$ cat src/rtl/core/can_frame_deframer_unit_assert.svh
// ----------------------------------------------------------------------------
// can_frame_deframer_unit_assert.svh
// Assertion macros used by the deframer parser module (clock aclk, reset aresetn).
// ----------------------------------------------------------------------------
`ifndef CAN_FRAME_DEFRAMER_UNIT_ASSERT_SVH
`define CAN_FRAME_DEFRAMER_UNIT_ASSERT_SVH

// same-cycle implication
`define CFD_ASSERT_IMPLY(lbl, ante, cons) \
    lbl: assert property (@(posedge aclk) disable iff (!aresetn) (ante) |-> (cons)) \
        else $error("deframer assertion failed: same-cycle implication");

// next-cycle implication
`define CFD_ASSERT_NEXT(lbl, ante, cons) \
    lbl: assert property (@(posedge aclk) disable iff (!aresetn) (ante) |=> (cons)) \
        else $error("deframer assertion failed: next-cycle implication");

`endif

$ cat src/rtl/core/cfd_pkg.sv
// ----------------------------------------------------------------------------
// cfd_pkg
// Types and constants of the XOR-checksum frame deframer.
// ----------------------------------------------------------------------------
package cfd_pkg;

    localparam logic [7:0] START_BYTE = 8'hA5;
    localparam logic [7:0] TYPE_BYTE  = 8'h01;
    localparam int         OUT_BYTES  = 8;

    typedef struct packed {
        logic       vld;
        logic [7:0] data;
    } cfd_item_t;

endpackage

$ cat src/rtl/core/cfd_in_stage.sv
// ----------------------------------------------------------------------------
// cfd_in_stage
// Input register: holds one received byte until the parser takes it.
// ----------------------------------------------------------------------------
module cfd_in_stage (
    input  logic                aclk,
    input  logic                aresetn,
    input  logic                s_valid,
    output logic                s_ready,
    input  logic [7:0]          s_rx_byte,
    input  logic                take,
    output cfd_pkg::cfd_item_t  item
);
    import cfd_pkg::*;

    logic       vld_reg, vld_next;
    logic [7:0] data_reg, data_next;
    logic       accept;

    assign s_ready = !vld_reg || take;
    assign accept  = s_valid && s_ready;

    always_comb begin
        vld_next  = accept || (vld_reg && !take);
        data_next = accept ? s_rx_byte : data_reg;
    end

    always_ff @(posedge aclk) begin
        if (!aresetn) begin
            vld_reg <= 1'b0;
        end else begin
            vld_reg <= vld_next;
        end
        data_reg <= data_next;
    end

    assign item.vld  = vld_reg;
    assign item.data = data_reg;

endmodule

$ cat src/rtl/core/cfd_parser.sv
// ----------------------------------------------------------------------------
// cfd_parser
// Frame state machine, running XOR, payload store and result register.
// ----------------------------------------------------------------------------
`include "can_frame_deframer_unit_assert.svh"

module cfd_parser #(
    parameter int MAX_PAYLOAD = 64,
    parameter int KEPT_BYTES  = 8
) (
    input  logic                aclk,
    input  logic                aresetn,
    input  cfd_pkg::cfd_item_t  item,
    output logic                take,
    output logic                m_valid,
    input  logic                m_ready,
    output logic [15:0]         m_msg_id,
    output logic [3:0]          m_msg_len,
    output logic [7:0]          m_byte [cfd_pkg::OUT_BYTES]
);
    import cfd_pkg::*;

    localparam int         PW      = $clog2(KEPT_BYTES + 1);
    localparam logic [7:0] MaxLen  = 8'(MAX_PAYLOAD);
    localparam logic [7:0] KeptLen = 8'(KEPT_BYTES);
    localparam logic [PW-1:0] KeptPos = PW'(KEPT_BYTES);

    typedef enum logic [3:0] {
        PH_HUNT, PH_TYPE, PH_FLAGS, PH_ID0, PH_ID1, PH_ID2, PH_ID3,
        PH_LEN, PH_DATA, PH_CHECK
    } phase_t;

    phase_t          phase_reg, phase_next;
    logic [7:0]      xor_reg, xor_next;
    logic [7:0]      left_reg, left_next;
    logic [3:0]      keep_reg, keep_next;
    logic [PW-1:0]   pos_reg, pos_next;
    logic [15:0]     id_reg, id_next;
    logic [7:0]      store_reg [KEPT_BYTES];
    logic            store_we;
    logic            hit;
    logic            m_valid_reg, m_valid_next;
    logic [15:0]     m_id_reg;
    logic [3:0]      m_len_reg;
    logic [7:0]      m_byte_reg [OUT_BYTES];
    logic [7:0]      res_byte [OUT_BYTES];
    logic [7:0]      b;

    assign b    = item.data;
    // only a checksum byte can load the result register
    assign take = item.vld && (phase_reg != PH_CHECK || !m_valid_reg || m_ready);

    always_comb begin
        phase_next = phase_reg;
        xor_next   = xor_reg;
        left_next  = left_reg;
        keep_next  = keep_reg;
        pos_next   = pos_reg;
        id_next    = id_reg;
        store_we   = 1'b0;
        hit        = 1'b0;
        if (take) begin
            case (phase_reg)
                PH_HUNT: begin
                    if (b == START_BYTE) begin
                        xor_next   = b;
                        id_next    = '0;
                        pos_next   = '0;
                        left_next  = '0;
                        keep_next  = '0;
                        phase_next = PH_TYPE;
                    end
                end
                PH_TYPE: begin
                    if (b != TYPE_BYTE) begin
                        phase_next = PH_HUNT;
                    end else begin
                        xor_next   = xor_reg ^ b;
                        phase_next = PH_FLAGS;
                    end
                end
                PH_FLAGS: begin
                    xor_next   = xor_reg ^ b;
                    phase_next = PH_ID0;
                end
                PH_ID0: begin
                    xor_next   = xor_reg ^ b;
                    id_next    = {8'h00, b};
                    phase_next = PH_ID1;
                end
                PH_ID1: begin
                    xor_next   = xor_reg ^ b;
                    id_next    = {b, id_reg[7:0]};
                    phase_next = PH_ID2;
                end
                PH_ID2: begin
                    xor_next   = xor_reg ^ b;
                    phase_next = PH_ID3;
                end
                PH_ID3: begin
                    xor_next   = xor_reg ^ b;
                    phase_next = PH_LEN;
                end
                PH_LEN: begin
                    if (b > MaxLen) begin
                        phase_next = PH_HUNT;
                    end else begin
                        xor_next   = xor_reg ^ b;
                        left_next  = b;
                        pos_next   = '0;
                        keep_next  = (b > KeptLen) ? KeptLen[3:0] : b[3:0];
                        phase_next = (b == 8'h00) ? PH_CHECK : PH_DATA;
                    end
                end
                PH_DATA: begin
                    xor_next  = xor_reg ^ b;
                    store_we  = (pos_reg != KeptPos);
                    pos_next  = (pos_reg != KeptPos) ? pos_reg + 1'b1 : pos_reg;
                    left_next = left_reg - 8'd1;
                    if (left_reg == 8'd1) begin
                        phase_next = PH_CHECK;
                    end
                end
                PH_CHECK: begin
                    phase_next = PH_HUNT;
                    hit        = (b == xor_reg);
                end
                default: begin
                    phase_next = PH_HUNT;
                end
            endcase
        end
    end

    always_comb begin
        for (int k = 0; k < OUT_BYTES; k++) begin
            res_byte[k] = '0;
            if (k < KEPT_BYTES && 4'(k) < keep_reg) begin
                res_byte[k] = store_reg[k];
            end
        end
        m_valid_next = hit || (m_valid_reg && !m_ready);
    end

    always_ff @(posedge aclk) begin
        if (!aresetn) begin
            phase_reg   <= PH_HUNT;
            xor_reg     <= '0;
            left_reg    <= '0;
            keep_reg    <= '0;
            pos_reg     <= '0;
            id_reg      <= '0;
            m_valid_reg <= 1'b0;
        end else begin
            phase_reg   <= phase_next;
            xor_reg     <= xor_next;
            left_reg    <= left_next;
            keep_reg    <= keep_next;
            pos_reg     <= pos_next;
            id_reg      <= id_next;
            m_valid_reg <= m_valid_next;
            for (int k = 0; k < KEPT_BYTES; k++) begin
                if (store_we && pos_reg == PW'(k)) begin
                    store_reg[k] <= b;
                end
            end
            if (hit) begin
                m_id_reg   <= id_reg;
                m_len_reg  <= keep_reg;
                m_byte_reg <= res_byte;
            end
        end
    end

    assign m_valid   = m_valid_reg;
    assign m_msg_id  = m_id_reg;
    assign m_msg_len = m_len_reg;
    assign m_byte    = m_byte_reg;

    `CFD_ASSERT_NEXT(a_result_only_from_check, !hit && (!m_valid_reg || m_ready), !m_valid_reg)
    `CFD_ASSERT_IMPLY(a_len_clamped, m_valid_reg, m_len_reg <= KeptLen[3:0])
    `CFD_ASSERT_IMPLY(a_data_has_bytes, phase_reg == PH_DATA, left_reg != 8'd0)
    `CFD_ASSERT_IMPLY(a_pos_in_range, phase_reg == PH_DATA, pos_reg <= KeptPos)

endmodule

$ cat src/rtl/core/can_frame_deframer_unit.sv
// ----------------------------------------------------------------------------
// can_frame_deframer_unit
// XOR-checksum frame deframer, one received byte per item.
// ----------------------------------------------------------------------------
// Takes one byte per clock cycle except while a checksum byte is held up. Each
// byte sits in an input register, then passes the frame state machine; a frame
// with a good checksum puts one result in the output register as its checksum
// byte is taken from the input register. s_ready depends combinationally on
// m_ready: while a result waits in the output register, only the next checksum
// byte is held up. Frames: 0xA5, 0x01, flags, four identifier bytes (LSB first),
// length 0..MAX_PAYLOAD, payload, XOR checksum.
module can_frame_deframer_unit #(
    parameter int MAX_PAYLOAD = 64,
    parameter int KEPT_BYTES  = 8
) (
    input  logic        aclk,
    input  logic        aresetn,
    input  logic        s_valid,
    output logic        s_ready,
    input  logic [7:0]  s_rx_byte,
    output logic        m_valid,
    input  logic        m_ready,
    output logic [15:0] m_msg_id,
    output logic [3:0]  m_msg_len,
    output logic [7:0]  m_byte_0,
    output logic [7:0]  m_byte_1,
    output logic [7:0]  m_byte_2,
    output logic [7:0]  m_byte_3,
    output logic [7:0]  m_byte_4,
    output logic [7:0]  m_byte_5,
    output logic [7:0]  m_byte_6,
    output logic [7:0]  m_byte_7
);
    import cfd_pkg::*;

    cfd_item_t  item;
    logic       take;
    logic [7:0] m_byte [OUT_BYTES];

    cfd_in_stage u_in (
        .aclk      (aclk),
        .aresetn   (aresetn),
        .s_valid   (s_valid),
        .s_ready   (s_ready),
        .s_rx_byte (s_rx_byte),
        .take      (take),
        .item      (item)
    );

    cfd_parser #(
        .MAX_PAYLOAD (MAX_PAYLOAD),
        .KEPT_BYTES  (KEPT_BYTES)
    ) u_parser (
        .aclk      (aclk),
        .aresetn   (aresetn),
        .item      (item),
        .take      (take),
        .m_valid   (m_valid),
        .m_ready   (m_ready),
        .m_msg_id  (m_msg_id),
        .m_msg_len (m_msg_len),
        .m_byte    (m_byte)
    );

    assign m_byte_0 = m_byte[0];
    assign m_byte_1 = m_byte[1];
    assign m_byte_2 = m_byte[2];
    assign m_byte_3 = m_byte[3];
    assign m_byte_4 = m_byte[4];
    assign m_byte_5 = m_byte[5];
    assign m_byte_6 = m_byte[6];
    assign m_byte_7 = m_byte[7];

endmodule

$ cat config.mk
export PLATFORM = sky130hd
export DESIGN_NAME = can_frame_deframer_unit
export DESIGN_NICKNAME = d
export VERILOG_FILES = /design/src/rtl/core/cfd_pkg.sv /design/src/rtl/core/cfd_in_stage.sv /design/src/rtl/core/cfd_parser.sv /design/src/rtl/core/can_frame_deframer_unit.sv
export VERILOG_INCLUDE_DIRS = /design/src /design/src/rtl/core
export SDC_FILE = /design/constraint.sdc
export NUM_CORES = 1
export LEC_CHECK = 0
export BUFFER_PORTS_ARGS = -buffer_cell sky130_fd_sc_hd__buf_4
export CORE_MARGIN = 4
export CORE_UTILIZATION = 25
export DETAILED_ROUTE_END_ITERATION = 12
export GPL_TIMING_DRIVEN = 1
export HOLD_SLACK_MARGIN = 0.1
export SLEW_MARGIN = 10
export SYNTH_ARGS = -nofsm -noshare
export SYNTH_HDL_FRONTEND = slang
export SYNTH_SLANG_ARGS = --single-unit
$ cat constraint.sdc
create_clock -name aclk -period 4.03 [get_ports aclk]
set_clock_uncertainty 0.15 [all_clocks]
set_input_delay 0.806 -clock aclk [delete_from_list [all_inputs] [get_ports aclk]]
set_output_delay 0.806 -clock aclk [all_outputs]
set_load 0.05 [all_outputs]
==> key figures, run 1 <==
Synthesis
  • Ranking of synthesized cells by area: sky130_fd_sc_hd__edfxtp_1 (60%), sky130_fd_sc_hd__dfxtp_1 (12%), sky130_fd_sc_hd__nor2b_1 (3.9%), sky130_fd_sc_hd__nor2_1 (1.9%), sky130_fd_sc_hd__nand2_1 (1.8%)
  • Post-synth EDFFs: 156
  • Area share of the largest cell type after synthesis: 0.603
  • Most repeated cell in the gate-level netlist after synthesis: sky130_fd_sc_hd__edfxtp_1
  • Most used DFF post-synth: sky130_fd_sc_hd__edfxtp_1
  • FFs w/ async S/R, synth: 0
  • Synth top cells by count: sky130_fd_sc_hd__edfxtp_1 (156), sky130_fd_sc_hd__nor2b_1 (48), sky130_fd_sc_hd__dfxtp_1 (46)
  • Largest area contributor in the netlist: sky130_fd_sc_hd__edfxtp_1
  • Simple-gate area share of the yosys netlist: 0.150
  • Synth Instances: 564
  • Fraction of the mapped netlist area in compound gates: 0.0839
  • Flip-flop and latch count after synthesis: 202
  • Adder-cell share of the synthesized area: 0.00966
  • Post-Syn Nets: around 580
  • Main combinational cell family by area after synthesis: simple AND/OR/NAND/NOR gates
  • Count of unique library cells instantiated by Yosys: 62
  • Mean cell area of the mapped netlist: 13.8 um2
  • Synthesized cell area: between 7000 and 8000 um2
  • Share of the synthesized netlist area taken by xor and xnor gates: 0.0113
  • Sequential share of the synthesized area: 0.722
  • Number of warning messages in the yosys log: 0
  • Share of synthesized area spent on multiplexers: 0.00129

Placed design
  • Post-Place Setup Slack: around 1000 ps
  • Placed cell count: 1,037
  • Last weighted congestion value of the routability-driven placer: 0.811
  • Dpl hpwl: about 11,000 um
  • IO Port Bufs: 97

Worst setup path
  • Largest stage delay on the critical path: roughly 720 ps
  • Required time reported for the critical path endpoint: approximately 4300 ps
  • CP top delay family: simple AND/OR/NAND/NOR gates
  • Worst-case register-to-register setup slack: 1020 ps
  • Kind of end point of the critical path: flop
  • CP Max Fanout: 17
  • Category of the most critical setup path: flop to flop
  • Count of buffer and inverter cells on the critical path: 0
  • Setup crit start kind: flop
  • Arrival time at the worst endpoint: 3270 ps
  • Crit path max-delay cell type: sky130_fd_sc_hd__edfxtp_1
  • Critical Path, Cell by Cell: or4b_4 > o21ai_2 > nand4b_1 > or2_2 > a21oi_1

STA
  • Transition at the pin with the smallest max-transition slack: 1010 ps
  • Max-slew violation total from the final report: 0
  • RSZ-0062 raised after global routing: no
  • Worst rel slew slack: 0.318
  • WHS: roughly 280 ps
  • Post-layout minimum cycle time: 3010 ps
  • Fin worst setup slack: 1020 ps
  • Endpoints failing hold: 0
  • Maximum frequency from static timing analysis: about 330 MHz
  • Setup-violating endpoint count in the final report: 0
  • Post-route fraction of the period consumed by the critical path: 0.746
  • Final setup TNS: 0 ps

Detailed routing
  • Number of DRC violations after detailed-routing iteration 0: 338
  • Average routed wire per standard cell: 16.0 um
  • Average via count per standard cell: 4.44
  • Final routed wirelength across all metal layers: 17,200 um
  • Count of antenna-violating nets left after detailed routing: 0
  • Post-route DRC: 0
  • Pre-Repair DR Iteration Count: 5
  • Vias: around 4,800

Floorplanning
  • Std-Cell Core Area: 30,600 um2
  • Die Span Y: 184 um
  • Top-level I/O count: 98
  • Row count: 64
  • Initial core utilization: 0.254
  • Area of the die: between 30,000 and 40,000 um2
  • Horizontal extent of the die: 184 um

Min path
  • Worst min-delay path class: flop to flop

CTS
  • Hold-fix buffers, CTS: 0
  • Longest Clk Path Bufs: 3
  • TritonCTS Buffers: 21
  • Gates resized, CTS repair: 0
  • Clock network latency to the later pin of the worst-skew pair: 490 ps
  • Htree depth: 1
  • Clock transition at the register clock pins on the worst setup and hold paths after CTS: 60 ps
  • TritonCTS sink count: ~200
  • TritonCTS clock tree: done
  • Setup Buffers After CTS: 0
  • Cell chosen for the clock root: sky130_fd_sc_hd__clkbuf_16

Layout
  • P&R area growth vs syn: 24.8%
  • Core utilization of the finished layout: 0.317
  • Final cell count without fillers: about 1,100
  • Number of nets at the end of the flow: 682
  • Fraction of final layout cells with drive strength greater than 1: 0.240
  • Number of inserted diodes: 0

Status
  • Outcome: complete, no violations

Power
  • Relative contribution of sequential cells to total power: 0.531
  • Static Leak: 0.00307 uW
  • Switching Power: between 800 and 900 uW
  • Power density relative to cell area: 442 nW/um2
  • Fraction of power consumed by the clock network: 0.453
  • Internal power consumption: 3440 uW
  • Share of power burned in combinational logic: 0.016
  • Worst supply voltage drop on vdd: 0.214 mV
  • Fraction of power spent switching nets: 0.197

GRT
  • GRT Resource Usage Total: 0.0979
  • Number of global-route vias before repair: 4,571
  • Pin count of the biggest net entering global routing: 49
  • First-pass GRT wire length: 26,500 um
  • Sum of overflow across all layers after global routing: 0
  • Initial antenna violation count: 0

Run
  • Max capacitance violation total: 0
[power by group through the flow]
| stage | combinational, uW | clock (uW) | sequential (uW) |
|---|---|---|---|
| 6_report | 68.9 | 1940 | 2270 |
| 3_3_place_gp | 68.3 | 0 | 2320 |
| 4_1_cts | 69.7 | 1990 | 2270 |
| 2_1_floorplan | 43.7 | 0 | 2290 |
| 3_5_place_dp | 69.3 | 0 | 2320 |
| 5_1_grt | 73.8 | 2080 | 2270 |
[area by class of cell]
class	count	area (um2)
Fill cell	3011	20900
Sequential cell	202	5610
Multi-Input combinational cell	321	2010
Timing Repair Buffer	112	853
Clock buffer	26	554
Tap cell	396	495
Clock inverter	12	145
Inverter	6	22.5
[cells in the final DEF, fill, tap and decap left out, types with 5 or more instances in the layout]
master	count
sky130_fd_sc_hd__dfxtp_1	46
sky130_fd_sc_hd__a21oi_1	19
sky130_fd_sc_hd__nor2b_1	48
sky130_fd_sc_hd__nor3_1	6
sky130_fd_sc_hd__or2_2	8
sky130_fd_sc_hd__nand2b_1	9
sky130_fd_sc_hd__nor2_1	40
sky130_fd_sc_hd__xor2_1	9
sky130_fd_sc_hd__buf_4	111
sky130_fd_sc_hd__ha_1	6
sky130_fd_sc_hd__and2_1	16
sky130_fd_sc_hd__o21ai_0	13
sky130_fd_sc_hd__or3_1	6
sky130_fd_sc_hd__a211oi_1	5
sky130_fd_sc_hd__inv_1	6
sky130_fd_sc_hd__edfxtp_1	156
sky130_fd_sc_hd__a22oi_1	10
sky130_fd_sc_hd__nand3b_1	7
sky130_fd_sc_hd__nor4_1	10
sky130_fd_sc_hd__nand2_1	38
sky130_fd_sc_hd__o311ai_0	7
sky130_fd_sc_hd__o211ai_1	7
sky130_fd_sc_hd__clkbuf_16	21
[cells by family (layout without fill, tap and decap cells)]
group | count (synthesis) | count (layout)
AND/OR/NAND/NOR | 210 | 210
flip-flops | 202 | 202
AO/OA/AOI/OAI | 94 | 94
buffers and inverters | 41 | 156
XOR/XNOR | 10 | 10
adder cells (fa/ha/maj) | 6 | 6
multiplexers | 1 | 1
[metal layers]
layer / global-route usage / vias up / routed length [um]
met4: 0.0269 / 0 / 393
met1: 0.129 / 2300 / 7420
met5: 0 / - / 0
li1: - / 2286 / -
met2: 0.165 / 149 / 8350
met3: 0.0193 / 35 / 1000
[worst paths after layout]
path / start / endpoint / depth (start not counted)
hold / removal: u_parser.id_reg[9] / u_parser.m_msg_id[9] / 0
setup reg to reg: u_in.data_reg[1] / u_parser.id_reg[15] / 5
hold reg to reg: u_parser.id_reg[9] / u_parser.m_msg_id[9] / 0
setup / recovery: u_in.data_reg[1] / u_parser.id_reg[15] / 5
[stage by stage]
stage | total power, uW | instance area (um2)
6_report | 4280 | 9690
4_1_cts | 4330 | 9690
2_1_floorplan | 2340 | 7770
3_5_place_dp | 2390 | 8990
5_1_grt | 4430 | 9690
3_3_place_gp | 2380 | 8990
Note: power is estimated with default switching activity, not from simulation.
==> run 2: changes to the inputs <==
==> constraint.sdc (replaced) <==
create_clock -name aclk -period 2.69 [get_ports aclk]
set_clock_uncertainty 0.15 [all_clocks]
set_input_delay 0.538 -clock aclk [delete_from_list [all_inputs] [get_ports aclk]]
set_output_delay 0.538 -clock aclk [all_outputs]
set_load 0.05 [all_outputs]
==> key figures, run 2 (synthesized netlist as in run 1, its figures left out) <==
Status
  • Outcome: complete, no violations

Min path
  • Worst min-delay path class: input port to flop

Floorplanning
  • Horizontal extent of the die: 184 um (unchanged)
  • Top-level I/O count: 98 (unchanged)
  • Initial core utilization: 0.254 (unchanged)
  • Die Span Y: 184 um (unchanged)
  • Row count: 64 (unchanged)
  • Area of the die: 34,000 um2 (unchanged)
  • Std-Cell Core Area: 30,600 um2 (unchanged)

Detailed routing
  • Post-route DRC: 0 (unchanged)
  • Vias: 4,865 (+2.0%)
  • Average via count per standard cell: 4.39 (-1.1%)
  • Final routed wirelength across all metal layers: 17,300 um (+0.76%)
  • Number of DRC violations after detailed-routing iteration 0: 365 (+8.0%)
  • Count of antenna-violating nets left after detailed routing: 0 (unchanged)
  • Average routed wire per standard cell: 15.6 um (-2.3%)
  • Pre-Repair DR Iteration Count: 5 (unchanged)

Worst setup path
  • CP Max Fanout: 8 (-9)
  • Setup crit start kind: flop
  • Category of the most critical setup path: flop to flop
  • Kind of end point of the critical path: flop
  • Required time reported for the critical path endpoint: 2950 ps (-1340 ps)
  • Arrival time at the worst endpoint: 2730 ps (-540 ps)

Power
  • Fraction of power consumed by the clock network: 0.433 (-0.020)
  • Share of power burned in combinational logic: 0.028 (+0.012)
  • Relative contribution of sequential cells to total power: 0.539 (+0.008)
  • Worst supply voltage drop on vdd: 0.352 mV (+65%)
  • Power density relative to cell area: 627 nW/um2 (+42%)
  • Internal power consumption: 5030 uW (+46%)
  • Static Leak: 0.00323 uW (+5.1%)
  • Switching Power: 1210 uW (+44%)
  • Fraction of power spent switching nets: 0.194 (-0.00277)

STA
  • Post-layout minimum cycle time: 2470 ps (-534 ps)
  • RSZ-0062 raised after global routing: no
  • Worst rel slew slack: 0.349 (+0.0312)
  • Endpoints failing hold: 0 (unchanged)
  • Setup-violating endpoint count in the final report: 0 (unchanged)
  • Post-route fraction of the period consumed by the critical path: 0.919 (+0.173)
  • Fin worst setup slack: 218 ps (-806 ps)
  • Maximum frequency from static timing analysis: 404 MHz (+22%)
  • Max-slew violation total from the final report: 0 (unchanged)
  • Transition at the pin with the smallest max-transition slack: 968 ps (-46.3 ps)
  • WHS: 170 ps (-112 ps)

GRT
  • Number of global-route vias before repair: 4,695 (+2.7%)
  • GRT Resource Usage Total: 0.0987 (+0.000769)
  • Met1 usage: 0.131 (+0.00141)
  • Met2 Use GR: 0.163 (-0.00161)
  • Pin count of the biggest net entering global routing: 38 (-22%)
  • Sum of overflow across all layers after global routing: 0 (unchanged)
  • First-pass GRT wire length: 26,600 um (+0.49%)
  • Initial antenna violation count: 0 (unchanged)
  • Grt met3 use: 0.0193 (unchanged)
  • Most crowded layer after global routing: met2

CTS
  • Htree depth: 1 (unchanged)
  • TritonCTS Buffers: 20 (-4.8%)
  • TritonCTS clock tree: done
  • Longest Clk Path Bufs: 3 (unchanged)
  • TritonCTS sink count: 202 (unchanged)
  • Clock network latency to the later pin of the worst-skew pair: 490 ps (about the same)
  • Clock transition at the register clock pins on the worst setup and hold paths after CTS: 60 ps (about the same)
  • Cell chosen for the clock root: sky130_fd_sc_hd__clkbuf_16
  • Setup Buffers After CTS: 0 (unchanged)

Placed design
  • IO Port Bufs: 97 (unchanged)
  • Post-Place Setup Slack: 261 ps (-747 ps)
  • Last weighted congestion value of the routability-driven placer: 0.802 (-1.1%)
  • Dpl hpwl: 11,500 um (+1.2%)

Layout
  • Number of nets at the end of the flow: 719 (+5.4%)
  • P&R area growth vs syn: 28.2%
  • Most frequent cells in the layout: sky130_fd_sc_hd__edfxtp_1 (156), sky130_fd_sc_hd__buf_4 (139), sky130_fd_sc_hd__nor2b_1 (48), sky130_fd_sc_hd__dfxtp_1 (45), sky130_fd_sc_hd__nor2_1 (40)
  • Fraction of final layout cells with drive strength greater than 1: 0.265 (+0.0250)
  • Most frequent standard cell in the layout excluding fill and tap cells: sky130_fd_sc_hd__edfxtp_1
  • Number of inserted diodes: 0 (unchanged)

Run
  • Max capacitance violation total: 0 (unchanged)
run 2: cell type report:
type	count	area [um2]
clock buffer	27	548
inverter	6	22.5
tap	396	495
fill	3018	20600
sequential	202	5610
multi-input combinational	321	2010
clock inverter	7	86.3
timing repair buffer	150	1180
run 2: metal layers:
layer | wire, um | up-vias
met1 | 7590 | 2342
met5 | 0 | -
met4 | 401 | 0
met3 | 965 | 31
li1 | - | 2356
met2 | 8340 | 136
run 2: worst paths after layout:
check | from | to | slack, ps | cells past startpoint
worst max-delay path | u_in.data_reg[4] | u_parser.xor_reg[2] | 220 | 7
worst min-delay path | s_valid | u_in.vld_reg | 170 | 3
worst max register to register | u_in.data_reg[4] | u_parser.xor_reg[2] | 220 | 7
worst min register to register | u_parser.id_reg[11] | u_parser.m_msg_id[11] | 280 | 0
run 2: power groups by stage:
stage | combinational [uW] | clock, uW | sequential [uW]
final | 173 | 2710 | 3360
after global routing | 184 | 2930 | 3360
after global placement | 165 | 0 | 3430
after detailed placement | 165 | 0 | 3430
after floorplan | 65.6 | 0 | 3430
after CTS | 174 | 2800 | 3360
run 2: worst max-delay path: stages, from the launching register on:
cell,delay (ps)
sky130_fd_sc_hd__edfxtp_1,420
sky130_fd_sc_hd__buf_4,200
sky130_fd_sc_hd__or4_1,480
sky130_fd_sc_hd__o22ai_1,180
sky130_fd_sc_hd__o211ai_1,230
sky130_fd_sc_hd__buf_4,230
sky130_fd_sc_hd__or2_1,320
sky130_fd_sc_hd__o21ai_0,190
run 2: per-stage QoR:
| step | util | instances | cell area (um2) | total power [uW] | TNS (ps) |
|---|---|---|---|---|---|
| after CTS | 0.325 | 1109 | 9960 | 6330 | 0 |
| after global routing | 0.326 | 1109 | 9960 | 6480 | 0 |
| after detailed placement | 0.302 | 1067 | 9240 | 3600 | 0 |
| final | 0.326 | 1109 | 9960 | 6240 | 0 |
| after floorplan | - | 564 | 7770 | 3500 | -3780 |
| after global placement | 0.302 | 1067 | 9240 | 3600 | 0 |
run 2: timing repair:
item                                    in CTS  in global routing
gates resized for setup                      0                  1
hold buffers                                 8                  0
endpoints found under the setup margin       0                  1
endpoints found under the hold margin        8                  0
